`src/hw/rtl/red_pkg.sv`:
```
// ----------------------------------------------------------------------------
// red_pkg: shared types and constants for the rotary encoder block
// Commands, register indexes, the quadrature step table and the structs
// passed between the encoder, button and configuration units.
// ----------------------------------------------------------------------------
package red_pkg;

  localparam int TIME_BITS = 32;
  localparam int CMD_W     = 3;
  localparam int CFG_IDX_W = 1;
  localparam int CFG_DAT_W = 16;
  localparam int COUNT_W   = 8;
  localparam int DETENT_W  = 6;

  localparam logic [CFG_DAT_W-1:0] DEBOUNCE_RESET = 16'd150;
  localparam logic [CFG_DAT_W-1:0] HOLD_RESET     = 16'd1000;

  typedef enum logic [CMD_W-1:0] {
    CMD_SYNC        = 3'd0,
    CMD_AB_CHANGE   = 3'd1,
    CMD_BTN_EDGE    = 3'd2,
    CMD_TICK        = 3'd3,
    CMD_READ_DETENT = 3'd4,
    CMD_READ_PRESS  = 3'd5,
    CMD_POLL_HOLD   = 3'd6
  } cmd_t;

  typedef enum logic [CFG_IDX_W-1:0] {
    REG_DEBOUNCE = 1'b0,
    REG_HOLD     = 1'b1
  } reg_idx_t;

  // Indexed by {previous A, previous B, current A, current B}.
  localparam logic signed [1:0] STEP_TABLE [16] = '{
     2'sd0, -2'sd1,  2'sd1,  2'sd0,
     2'sd1,  2'sd0,  2'sd0, -2'sd1,
    -2'sd1,  2'sd0,  2'sd0,  2'sd1,
     2'sd0,  2'sd1, -2'sd1,  2'sd0
  };

  typedef struct packed {
    logic             fire;
    logic [CMD_W-1:0] command;
  } step_ctl_t;

  typedef struct packed {
    logic [CFG_DAT_W-1:0] debounce_time;
    logic [CFG_DAT_W-1:0] hold_time;
  } cfg_regs_t;

  typedef struct packed {
    logic press_event;
    logic hold_event;
    logic button_down;
  } btn_res_t;

endpackage

```
`src/hw/rtl/red_in_if.sv`:
```
// ----------------------------------------------------------------------------
// red_in_if: input item channel
// Valid/ready channel carrying one command with encoder levels and edges.
// ----------------------------------------------------------------------------
interface red_in_if;
  import red_pkg::*;

  logic             valid;
  logic             ready;
  logic [CMD_W-1:0] command;
  logic             level_a;
  logic             level_b;
  logic             falling_edge;
  logic             rising_edge;

  modport source (output valid, command, level_a, level_b, falling_edge, rising_edge,
                  input ready);
  modport sink (input valid, command, level_a, level_b, falling_edge, rising_edge,
                output ready);
endinterface

```
`src/hw/rtl/red_out_if.sv`:
```
// ----------------------------------------------------------------------------
// red_out_if: result channel
// Valid/ready channel carrying detents, button events and button state.
// ----------------------------------------------------------------------------
interface red_out_if;
  import red_pkg::*;

  logic                       valid;
  logic                       ready;
  logic signed [DETENT_W-1:0] detent_steps;
  logic                       press_event;
  logic                       hold_event;
  logic                       button_down;

  modport source (output valid, detent_steps, press_event, hold_event, button_down,
                  input ready);
  modport sink (input valid, detent_steps, press_event, hold_event, button_down,
                output ready);
endinterface

```
`src/hw/rtl/red_cfg_if.sv`:
```
// ----------------------------------------------------------------------------
// red_cfg_if: configuration write channel
// Valid/ready channel carrying a register index and write data.
// ----------------------------------------------------------------------------
interface red_cfg_if;
  import red_pkg::*;

  logic                 valid;
  logic                 ready;
  logic [CFG_IDX_W-1:0] index;
  logic [CFG_DAT_W-1:0] data;

  modport source (output valid, index, data, input ready);
  modport sink (input valid, index, data, output ready);
endinterface

```
`src/hw/rtl/rotary_encoder_with_button.sv`:
```
// ----------------------------------------------------------------------------
// rotary_encoder_with_button: quadrature encoder and push button decoder
// Input register, single-pass command logic and result register.
// ----------------------------------------------------------------------------
// Usage:
//   in_ch   carries one command per transfer: sync A/B, A/B change, button
//           edge, millisecond tick, read detents, read press or poll hold,
//           with the sampled A/B levels and the press/release edge flags.
//   out_ch  returns exactly one result per command: whole detents on a read,
//           the pending short press, a one-shot hold event and the debounced
//           button state after the command.
//   cfg_ch  writes debounce_time (index 0) and hold_time (index 1); always
//           ready. Write only while no command is in flight.
// The input register takes the command at the transfer edge; the command
// logic then loads the result register once that register is empty or
// drains, and the result shows on out_ch. Throughput is one command per
// cycle while the receiver does not stall, set by the single pass through
// the encoder and button units.
// When the receiver stalls, the result register holds and the input register
// still takes one more command, after which in_ch.ready drops.
// Reset clears both pipeline stages, the count, the time base and all flags,
// and loads the configuration defaults (150 and 1000 ms).
// ----------------------------------------------------------------------------
module rotary_encoder_with_button (
  input  logic     clk,
  input  logic     rst_n,
  red_in_if.sink   in_ch,
  red_out_if.source out_ch,
  red_cfg_if.sink  cfg_ch
);
  import red_pkg::*;

  // Input register
  logic             in_valid_r, in_valid_nxt;
  logic [CMD_W-1:0] in_cmd_r;
  logic             in_a_r;
  logic             in_b_r;
  logic             in_fall_r;
  logic             in_rise_r;

  // Result register
  logic                       out_valid_r, out_valid_nxt;
  logic signed [DETENT_W-1:0] out_detent_r;
  btn_res_t                   out_btn_r;

  logic                       in_take;
  logic                       advance;
  step_ctl_t                  ctl;
  cfg_regs_t                  regs;
  logic signed [DETENT_W-1:0] detent_steps;
  btn_res_t                   btn_res;

  // Advance the input stage whenever the result register is empty or drains.
  assign advance     = in_valid_r && (!out_valid_r || out_ch.ready);
  assign in_ch.ready = !in_valid_r || advance;
  assign in_take     = in_ch.valid && in_ch.ready;

  assign ctl.fire    = advance;
  assign ctl.command = in_cmd_r;

  red_cfg_regs u_cfg (
    .clk   (clk),
    .rst_n (rst_n),
    .cfg_ch(cfg_ch),
    .regs  (regs)
  );

  red_encoder u_enc (
    .clk         (clk),
    .rst_n       (rst_n),
    .ctl         (ctl),
    .level_a     (in_a_r),
    .level_b     (in_b_r),
    .detent_steps(detent_steps)
  );

  red_button u_btn (
    .clk         (clk),
    .rst_n       (rst_n),
    .ctl         (ctl),
    .falling_edge(in_fall_r),
    .rising_edge (in_rise_r),
    .regs        (regs),
    .res         (btn_res)
  );

  always_comb begin
    in_valid_nxt = in_valid_r;
    if (in_take)      in_valid_nxt = 1'b1;
    else if (advance) in_valid_nxt = 1'b0;

    out_valid_nxt = out_valid_r;
    if (advance)           out_valid_nxt = 1'b1;
    else if (out_ch.ready) out_valid_nxt = 1'b0;
  end

  always_ff @(posedge clk) begin
    if (!rst_n) begin
      in_valid_r  <= 1'b0;
      out_valid_r <= 1'b0;
    end else begin
      in_valid_r  <= in_valid_nxt;
      out_valid_r <= out_valid_nxt;
    end
  end

  // Capture the command payload on an input transfer.
  always_ff @(posedge clk) begin
    if (in_take) begin
      in_cmd_r  <= in_ch.command;
      in_a_r    <= in_ch.level_a;
      in_b_r    <= in_ch.level_b;
      in_fall_r <= in_ch.falling_edge;
      in_rise_r <= in_ch.rising_edge;
    end
  end

  // Load the result as the command commits its state update.
  always_ff @(posedge clk) begin
    if (advance) begin
      out_detent_r <= detent_steps;
      out_btn_r    <= btn_res;
    end
  end

  assign out_ch.valid        = out_valid_r;
  assign out_ch.detent_steps = out_detent_r;
  assign out_ch.press_event  = out_btn_r.press_event;
  assign out_ch.hold_event   = out_btn_r.hold_event;
  assign out_ch.button_down  = out_btn_r.button_down;

  // A hold is only reported while the button is down.
  a_hold_implies_down: assert property (@(posedge clk) disable iff (!rst_n)
    out_valid_r && out_btn_r.hold_event |-> out_btn_r.button_down)
    else $error("hold event reported with button up");

  // Only a detent read produces nonzero detents.
  a_detent_only_on_read: assert property (@(posedge clk) disable iff (!rst_n)
    advance && (in_cmd_r != CMD_READ_DETENT) |=> (out_detent_r == '0))
    else $error("nonzero detents from a non-read command");

  // A single command never raises both a press and a hold event.
  a_events_exclusive: assert property (@(posedge clk) disable iff (!rst_n)
    out_valid_r |-> !(out_btn_r.press_event && out_btn_r.hold_event))
    else $error("press and hold events in one result");

  // A waiting command stays in the input register until it advances.
  a_input_held: assert property (@(posedge clk) disable iff (!rst_n)
    in_valid_r && !advance |=> in_valid_r && $stable(in_cmd_r))
    else $error("input register lost a waiting command");
endmodule

```
`src/hw/rtl/red_cfg_regs.sv`:
```
// ----------------------------------------------------------------------------
// red_cfg_regs: configuration registers
// Holds debounce and hold times; every write transfer is taken at once.
// ----------------------------------------------------------------------------
module red_cfg_regs (
  input  logic               clk,
  input  logic               rst_n,
  red_cfg_if.sink            cfg_ch,
  output red_pkg::cfg_regs_t regs
);
  import red_pkg::*;

  cfg_regs_t regs_r;
  cfg_regs_t regs_nxt;

  assign cfg_ch.ready = 1'b1;
  assign regs         = regs_r;

  always_comb begin
    regs_nxt = regs_r;
    if (cfg_ch.valid) begin
      case (cfg_ch.index)
        REG_DEBOUNCE: regs_nxt.debounce_time = cfg_ch.data;
        REG_HOLD:     regs_nxt.hold_time     = cfg_ch.data;
        default:      regs_nxt = regs_r;
      endcase
    end
  end

  always_ff @(posedge clk) begin
    if (!rst_n) begin
      regs_r.debounce_time <= DEBOUNCE_RESET;
      regs_r.hold_time     <= HOLD_RESET;
    end else begin
      regs_r <= regs_nxt;
    end
  end
endmodule

```
`src/hw/rtl/red_encoder.sv`:
```
// ----------------------------------------------------------------------------
// red_encoder: quadrature decode and detent counter
// Tracks the previous A/B code, keeps a saturating pulse count and hands
// out whole detents on a read, keeping the remainder.
// ----------------------------------------------------------------------------
module red_encoder (
  input  logic                                clk,
  input  logic                                rst_n,
  input  red_pkg::step_ctl_t                  ctl,
  input  logic                                level_a,
  input  logic                                level_b,
  output logic signed [red_pkg::DETENT_W-1:0] detent_steps
);
  import red_pkg::*;

  logic        [1:0]         prev_ab_r, prev_ab_nxt;
  logic signed [COUNT_W-1:0] count_r, count_nxt;
  logic        [1:0]         ab;
  logic signed [1:0]         delta;
  logic signed [COUNT_W:0]   sum;
  logic signed [COUNT_W-1:0] biased;
  logic signed [DETENT_W-1:0] steps;

  assign ab    = {level_a, level_b};
  assign delta = STEP_TABLE[{prev_ab_r, ab}];
  assign sum   = {count_r[COUNT_W-1], count_r} + {{(COUNT_W-1){delta[1]}}, delta};

  // Round toward zero: bias negative counts by 3 before the arithmetic shift.
  assign biased = count_r + (count_r[COUNT_W-1] ? COUNT_W'(3) : COUNT_W'(0));
  assign steps  = biased[COUNT_W-1:2];

  always_comb begin
    prev_ab_nxt  = prev_ab_r;
    count_nxt    = count_r;
    detent_steps = '0;
    case (ctl.command)
      CMD_SYNC: prev_ab_nxt = ab;
      CMD_AB_CHANGE: begin
        prev_ab_nxt = ab;
        if (sum > 9'sd127)       count_nxt = 8'sd127;
        else if (sum < -9'sd128) count_nxt = -8'sd128;
        else                     count_nxt = sum[COUNT_W-1:0];
      end
      CMD_READ_DETENT: begin
        detent_steps = steps;
        count_nxt    = count_r - {steps, 2'b00};
      end
      default: ;
    endcase
  end

  always_ff @(posedge clk) begin
    if (!rst_n) begin
      prev_ab_r <= '0;
      count_r   <= '0;
    end else if (ctl.fire) begin
      prev_ab_r <= prev_ab_nxt;
      count_r   <= count_nxt;
    end
  end
endmodule

```
`src/hw/rtl/red_button.sv`:
```
// ----------------------------------------------------------------------------
// red_button: button debounce, press and hold tracking
// Keeps the millisecond time base, debounces edges, latches short presses
// and reports a hold once per press.
// ----------------------------------------------------------------------------
module red_button (
  input  logic               clk,
  input  logic               rst_n,
  input  red_pkg::step_ctl_t ctl,
  input  logic               falling_edge,
  input  logic               rising_edge,
  input  red_pkg::cfg_regs_t regs,
  output red_pkg::btn_res_t  res
);
  import red_pkg::*;

  logic [TIME_BITS-1:0] time_r, time_nxt;
  logic [TIME_BITS-1:0] last_edge_r, last_edge_nxt;
  logic [TIME_BITS-1:0] press_start_r, press_start_nxt;
  logic                 pressed_r, pressed_nxt;
  logic                 held_r, held_nxt;
  logic                 pending_r, pending_nxt;
  logic [TIME_BITS-1:0] since_edge;
  logic [TIME_BITS-1:0] since_press;
  logic                 debounce_ok;
  logic                 hold_over;

  assign since_edge  = time_r - last_edge_r;
  assign since_press = time_r - press_start_r;
  assign debounce_ok = since_edge > TIME_BITS'(regs.debounce_time);
  assign hold_over   = since_press > TIME_BITS'(regs.hold_time);

  always_comb begin
    time_nxt        = time_r;
    last_edge_nxt   = last_edge_r;
    press_start_nxt = press_start_r;
    pressed_nxt     = pressed_r;
    held_nxt        = held_r;
    pending_nxt     = pending_r;
    res             = '0;
    case (ctl.command)
      CMD_BTN_EDGE: begin
        if (debounce_ok) begin
          last_edge_nxt = time_r;
          if (falling_edge) begin
            pressed_nxt     = 1'b1;
            press_start_nxt = time_r;
            held_nxt        = 1'b0;
          end else if (rising_edge) begin
            pressed_nxt = 1'b0;
            if (!held_r) pending_nxt = 1'b1;
          end
        end
      end
      CMD_TICK: time_nxt = time_r + TIME_BITS'(1);
      CMD_READ_PRESS: begin
        res.press_event = pending_r;
        pending_nxt     = 1'b0;
      end
      CMD_POLL_HOLD: begin
        if (pressed_r && !held_r && hold_over) begin
          held_nxt       = 1'b1;
          res.hold_event = 1'b1;
        end
      end
      default: ;
    endcase
    res.button_down = pressed_nxt;
  end

  always_ff @(posedge clk) begin
    if (!rst_n) begin
      time_r        <= '0;
      last_edge_r   <= '0;
      press_start_r <= '0;
      pressed_r     <= 1'b0;
      held_r        <= 1'b0;
      pending_r     <= 1'b0;
    end else if (ctl.fire) begin
      time_r        <= time_nxt;
      last_edge_r   <= last_edge_nxt;
      press_start_r <= press_start_nxt;
      pressed_r     <= pressed_nxt;
      held_r        <= held_nxt;
      pending_r     <= pending_nxt;
    end
  end
endmodule
```
`src/flat_wrapper.sv`:
```
// flat-port wrapper written by rule: the top's interface ports become plain ports
module rotary_encoder_with_button_flat import red_pkg::*;
  (clk, rst_n, in_ch_valid, in_ch_command, in_ch_level_a, in_ch_level_b, in_ch_falling_edge, in_ch_rising_edge, in_ch_ready, out_ch_valid, out_ch_detent_steps, out_ch_press_event, out_ch_hold_event, out_ch_button_down, out_ch_ready, cfg_ch_valid, cfg_ch_index, cfg_ch_data, cfg_ch_ready);
  red_in_if in_ch_i ();
  red_out_if out_ch_i ();
  red_cfg_if cfg_ch_i ();
  input  logic clk;
  input  logic rst_n;
  input wire logic [$bits(in_ch_i.valid)-1:0] in_ch_valid;
  input wire logic [$bits(in_ch_i.command)-1:0] in_ch_command;
  input wire logic [$bits(in_ch_i.level_a)-1:0] in_ch_level_a;
  input wire logic [$bits(in_ch_i.level_b)-1:0] in_ch_level_b;
  input wire logic [$bits(in_ch_i.falling_edge)-1:0] in_ch_falling_edge;
  input wire logic [$bits(in_ch_i.rising_edge)-1:0] in_ch_rising_edge;
  output wire logic [$bits(in_ch_i.ready)-1:0] in_ch_ready;
  output wire logic [$bits(out_ch_i.valid)-1:0] out_ch_valid;
  output wire logic [$bits(out_ch_i.detent_steps)-1:0] out_ch_detent_steps;
  output wire logic [$bits(out_ch_i.press_event)-1:0] out_ch_press_event;
  output wire logic [$bits(out_ch_i.hold_event)-1:0] out_ch_hold_event;
  output wire logic [$bits(out_ch_i.button_down)-1:0] out_ch_button_down;
  input wire logic [$bits(out_ch_i.ready)-1:0] out_ch_ready;
  input wire logic [$bits(cfg_ch_i.valid)-1:0] cfg_ch_valid;
  input wire logic [$bits(cfg_ch_i.index)-1:0] cfg_ch_index;
  input wire logic [$bits(cfg_ch_i.data)-1:0] cfg_ch_data;
  output wire logic [$bits(cfg_ch_i.ready)-1:0] cfg_ch_ready;
  assign in_ch_i.valid = in_ch_valid;
  assign in_ch_i.command = in_ch_command;
  assign in_ch_i.level_a = in_ch_level_a;
  assign in_ch_i.level_b = in_ch_level_b;
  assign in_ch_i.falling_edge = in_ch_falling_edge;
  assign in_ch_i.rising_edge = in_ch_rising_edge;
  assign in_ch_ready = in_ch_i.ready;
  assign out_ch_valid = out_ch_i.valid;
  assign out_ch_detent_steps = out_ch_i.detent_steps;
  assign out_ch_press_event = out_ch_i.press_event;
  assign out_ch_hold_event = out_ch_i.hold_event;
  assign out_ch_button_down = out_ch_i.button_down;
  assign out_ch_i.ready = out_ch_ready;
  assign cfg_ch_i.valid = cfg_ch_valid;
  assign cfg_ch_i.index = cfg_ch_index;
  assign cfg_ch_i.data = cfg_ch_data;
  assign cfg_ch_ready = cfg_ch_i.ready;
  rotary_encoder_with_button u_core (.clk(clk), .rst_n(rst_n), .in_ch(in_ch_i), .out_ch(out_ch_i), .cfg_ch(cfg_ch_i));
endmodule
```
`config.mk`:
```
export PLATFORM = sky130hd
export DESIGN_NAME = rotary_encoder_with_button_flat
export DESIGN_NICKNAME = d
export VERILOG_FILES = /design/src/hw/rtl/red_pkg.sv /design/src/hw/rtl/red_in_if.sv /design/src/hw/rtl/red_out_if.sv /design/src/hw/rtl/red_cfg_if.sv /design/src/hw/rtl/rotary_encoder_with_button.sv /design/src/hw/rtl/red_cfg_regs.sv /design/src/hw/rtl/red_encoder.sv /design/src/hw/rtl/red_button.sv /design/src/flat_wrapper.sv
export SDC_FILE = /design/constraint.sdc
export NUM_CORES = 1
export LEC_CHECK = 0
export BUFFER_PORTS_ARGS = -buffer_cell sky130_fd_sc_hd__buf_2
export CORE_MARGIN = 4
export CORE_UTILIZATION = 60
export CTS_CLUSTER_DIAMETER = 50
export CTS_CLUSTER_SIZE = 12
export DETAILED_ROUTE_END_ITERATION = 8
export GPL_TIMING_DRIVEN = 0
export PLACE_DENSITY = 0.77
export SLEW_MARGIN = 5
export SYNTH_ARGS = -nofsm -noshare
export SYNTH_HDL_FRONTEND = slang
export SYNTH_SLANG_ARGS = --single-unit
```
`constraint.sdc`:
```
create_clock -name clk -period 11.8 [get_ports clk]
set_input_delay 0.59 -clock clk [delete_from_list [all_inputs] [get_ports clk]]
set_output_delay 0.59 -clock clk [all_outputs]
set_load 0.05 [all_outputs]
```
==> results.py <==
metrics = {
    "layout": {
        "regArea_mm2": 0.003343,
        "n_antenna_cell": 0,
        "nNetsFinal": 1683,
        "drive_gt1_frac": 0.06379,
        "final_common_cell": "nand2_1",
        "area_growth_pct": 9.480,
        "mostFrequentLayoutCells": "nand2_1, dfxtp_1, inv_1, ha_1, a21oi_1",
        "multiInputGateArea_mm2": 0.007639,
        "fin_area_mm2": 0.01284,
        "nFillCells": 1624,
    },
    "floorplan": {
        "num_rows": 50,
        "core-area_mm2": 0.01896,
        "start_util": 0.6189,
        "die_area_mm2": 0.02186,
        "die_h_um": 147.8,
        "io_pins": 41,
        "die_w_um": 147.8,
    },
    "timing": {
        "finalClockSkew_ns": 0.009760,
        "fin_crit_sh": 0.5119,
        "setup_viol": 0,
        "max_freq_mhz": 165.5,
        "rsz0062_at_grt": "no",
        "tightest_slew_ns": 0.6973,
        "hold_viol_final": 0,
        "max-slew-margin-rel": 0.5303,
        "fin_crit_ns": 6.041,
        "fin_setup_tns_ns": 0,
        "report.final.slew_viol_count": 0,
    },
    "placed_design": {
        "gp_congestion": 0.9639,
        "place_area_mm2": 0.01225,
        "port_buffers": 38,
        "hpwl_um": 23050,
    },
    "detailed_routing": {
        "via_count": 10730,
        "drtPass1Iterations": 5,
        "ant_nets": 0,
        "drcViolationCount": 0,
        "drt-wirelength-per-cell_um": 16.40,
        "viasPerCell": 5.921,
        "routed_wl_um": 29710,
        "drt_iter0_drc": 789,
    },
    "worst_setup_path": {
        "path_cells": "inv_1 -> ha_1 -> inv_1 -> fa_1 -> a21oi_1 -> o211a_1 -> nor2_1 -> a21oi_1 -> o21ai_0 -> xor2_1 -> ha_1 -> a21oi_1 -> nand2_1 -> a221o_1 -> o31ai_1 -> nand3_1 -> nor4_1 -> nand4_1 -> nor4_4 -> nor4_1 -> clkbuf_1 -> a31o_2",
        "crit_buf_inv": 3,
        "cp_slowest_cell": "nor4_4",
        "cpPeakStageDelay_ns": 0.60,
        "crit_arrival_ns": 6.36,
        "critPathKind": "flip-flop to flip-flop",
        "crit_path_start_kind": "flip-flop",
        "end_kind": "flip-flop",
        "cp_common_cell": "a21oi_1",
        "crit_family": "compound AO/OA/AOI/OAI gates",
        "cp_max_fo": 10,
        "required_ns": 12.12,
    },
    "clock_tree": {
        "postCtsSetupBuffers": 0,
        "cts_resized": 0,
        "clock-sinks": 159,
        "cts_tree": "yes",
        "clk_latency_ns": 0.43,
        "root_buffer": "clkbuf_16",
        "cts_buffers": 17,
        "htreeDepth": 4,
        "hold_buffers": 0,
        "cts.clk_slew.worst_paths_ns": 0.06,
        "clockBufferDepth": 2,
    },
    "power": {
        "power_switching_share": 0.2340,
        "seqPwrFrac": 0.468,
        "power.internal_mw": 0.9191,
        "irDropWorstVdd_uv": 111.2,
        "total_power_mw": 1.200,
        "pwr-share-clk": 0.463,
        "p_sw_mw": 0.2808,
        "p_per_area_mw_per_mm2": 93.41,
        "p_leak_nw": 5.545,
        "combPwrFrac": 0.069,
    },
    "grt": {
        "antenna_found_initial": 0,
        "overflow": 0,
        "grtUsageTotal": 0.2704,
        "grt_start_max_net_pins": 17,
        "grt_pass1_vias": 9967,
        "grt_pass1_wl_um": 48730,
    },
    "synthesis": {
        "syn_inst": 1482,
        "syn-num-nets": 1626,
        "synthesis.area_mm2": 0.01173,
        "synthDominantCellAreaShare": 0.2440,
        "synthArstFlopShare": 0,
        "synth_edf_count": 16,
        "yosys_register_bits": 159,
        "ys_types": 77,
        "yosys.area.top_type": "dfxtp_1",
        "yosys_warnings": 0,
        "synth_seq_area_share": 0.2850,
        "netlist_top_cells_area": "dfxtp_1, ha_1, nand2_1",
        "ys.flop_type": "dfxtp_1",
        "synth_area_per_cell_um2": 7.917,
    },
    "worst_hold_path": {
        "min_path_type": "primary input to flip-flop",
    },
    "run": {
        "maxCapViolCount": 0,
    },
    "outcome": {
        "status": "complete, no violations",
    },
}
[layer usage]
| metal | track usage | vias up | routed length [um] |
|---|---|---|---|
| li1 | - | 5351 | - |
| met1 | 0.3921 | 5064 | 14740 |
| met2 | 0.4249 | 263 | 13170 |
| met3 | 0.03311 | 51 | 1205 |
| met4 | 0.07760 | 0 | 594 |
| met5 | 0 | - | 0 |
[synthesized netlist by cell type, drive strengths merged (3+ instances only)]
cell	number
a211o	3
mux2i	41
o31a	3
inv	128
o2111ai	5
o2bb2ai	3
dfxtp	143
a211oi	9
a221o	3
o21a	14
o31ai	7
nand4	32
nor2	101
o221ai	4
o211a	4
buf	18
fa	3
a21oi	108
a31o	35
nor2b	44
nand3	44
nand2	184
a22oi	3
and2	31
a21o	15
o21bai	13
edfxtp	16
nor3	18
and3	18
or3	16
and4	5
clkbuf	40
nand2b	9
o211ai	17
o22ai	5
ha	112
o21ai	65
a21boi	36
xor2	35
nor4	10
nor3b	5
xnor2	42
a31oi	6
[registers in the layout (all words and copies together), names as in the netlist, 2 cells and up]
register and count:
u_core.in_cmd_r 3, u_core.out_ch.detent_steps 6, u_core.u_btn.last_edge_r 32, u_core.u_btn.press_start_r 32, u_core.u_btn.time_r 32, u_core.u_cfg.regs 32, u_core.u_enc.count_r 8, u_core.u_enc.prev_ab_r 2
[final timing paths]
check	from	cells after the start	slack (ns)	end
worst max-delay path	u_core.u_btn.time_r[0]$_SDFFE_PN0P_	22	5.76	u_core.u_btn.last_edge_r[0]$_SDFFE_PN0P_
worst min register to register	u_core.u_cfg.regs[22]$_SDFFE_PN0P_	2	0.47	u_core.u_cfg.regs[22]$_SDFFE_PN0P_
worst max register to register	u_core.u_btn.time_r[0]$_SDFFE_PN0P_	22	5.76	u_core.u_btn.last_edge_r[0]$_SDFFE_PN0P_
worst min-delay path	in_ch_command[2]	1	0.33	u_core.in_cmd_r[2]$_DFFE_PP_
[cells by family after synthesis]
logic type / synth area share
AND/OR/NAND/NOR: 0.2158
AO/OA/AOI/OAI: 0.2123
buffers and inverters: 0.06399
flip-flops: 0.2850
adder cells (fa/ha/maj): 0.1263
XOR/XNOR: 0.05748
multiplexers: 0.03882
other: 0.0003196
[worst register-to-register path, stage by stage (launching register included)]
cell and delay, ns:
dfxtp_1 0.36, inv_1 0.18, ha_1 0.19, inv_1 0.06, fa_1 0.42, a21oi_1 0.25
o211a_1 0.28, nor2_1 0.11, a21oi_1 0.24, o21ai_0 0.15, xor2_1 0.23, ha_1 0.31
a21oi_1 0.18, nand2_1 0.07, a221o_1 0.33, o31ai_1 0.52, nand3_1 0.17, nor4_1 0.28
nand4_1 0.19, nor4_4 0.60, nor4_1 0.15, clkbuf_1 0.31, a31o_2 0.33
[power groups by stage]
stage               Sequential [mW]  Combinational (mW)  Clock, mW
finish                        0.561              0.0830      0.555
global route                  0.562              0.0913      0.584
CTS                           0.561              0.0821      0.560
detailed placement            0.573              0.0811          0
global placement              0.573              0.0792          0
floorplan                     0.577              0.0524          0
[stage by stage]
stage               setup slack, ns  hold WS [ns]  cells  utilization
detailed placement            5.943        0.4582   1780       0.6461
global placement              5.933        0.4526   1780       0.6461
global route                  5.447        0.3199   1812       0.6776
CTS                           5.860        0.3227   1812       0.6776
floorplan                     7.163        0.4435   1482            -
finish                        5.759        0.3325   1812       0.6776
[layout make-up]
type                            instances  area share
Timing Repair Buffer                   38     0.01481
Tap cell                              260     0.02533
Sequential cell                       159      0.2603
Buffer                                 58     0.02104
Inverter                              128     0.03741
Multi-Input combinational cell       1137      0.5947
Clock inverter                          8    0.008182
Clock buffer                           24     0.03828
No activity file was read; power rests on OpenSTA's default activity.
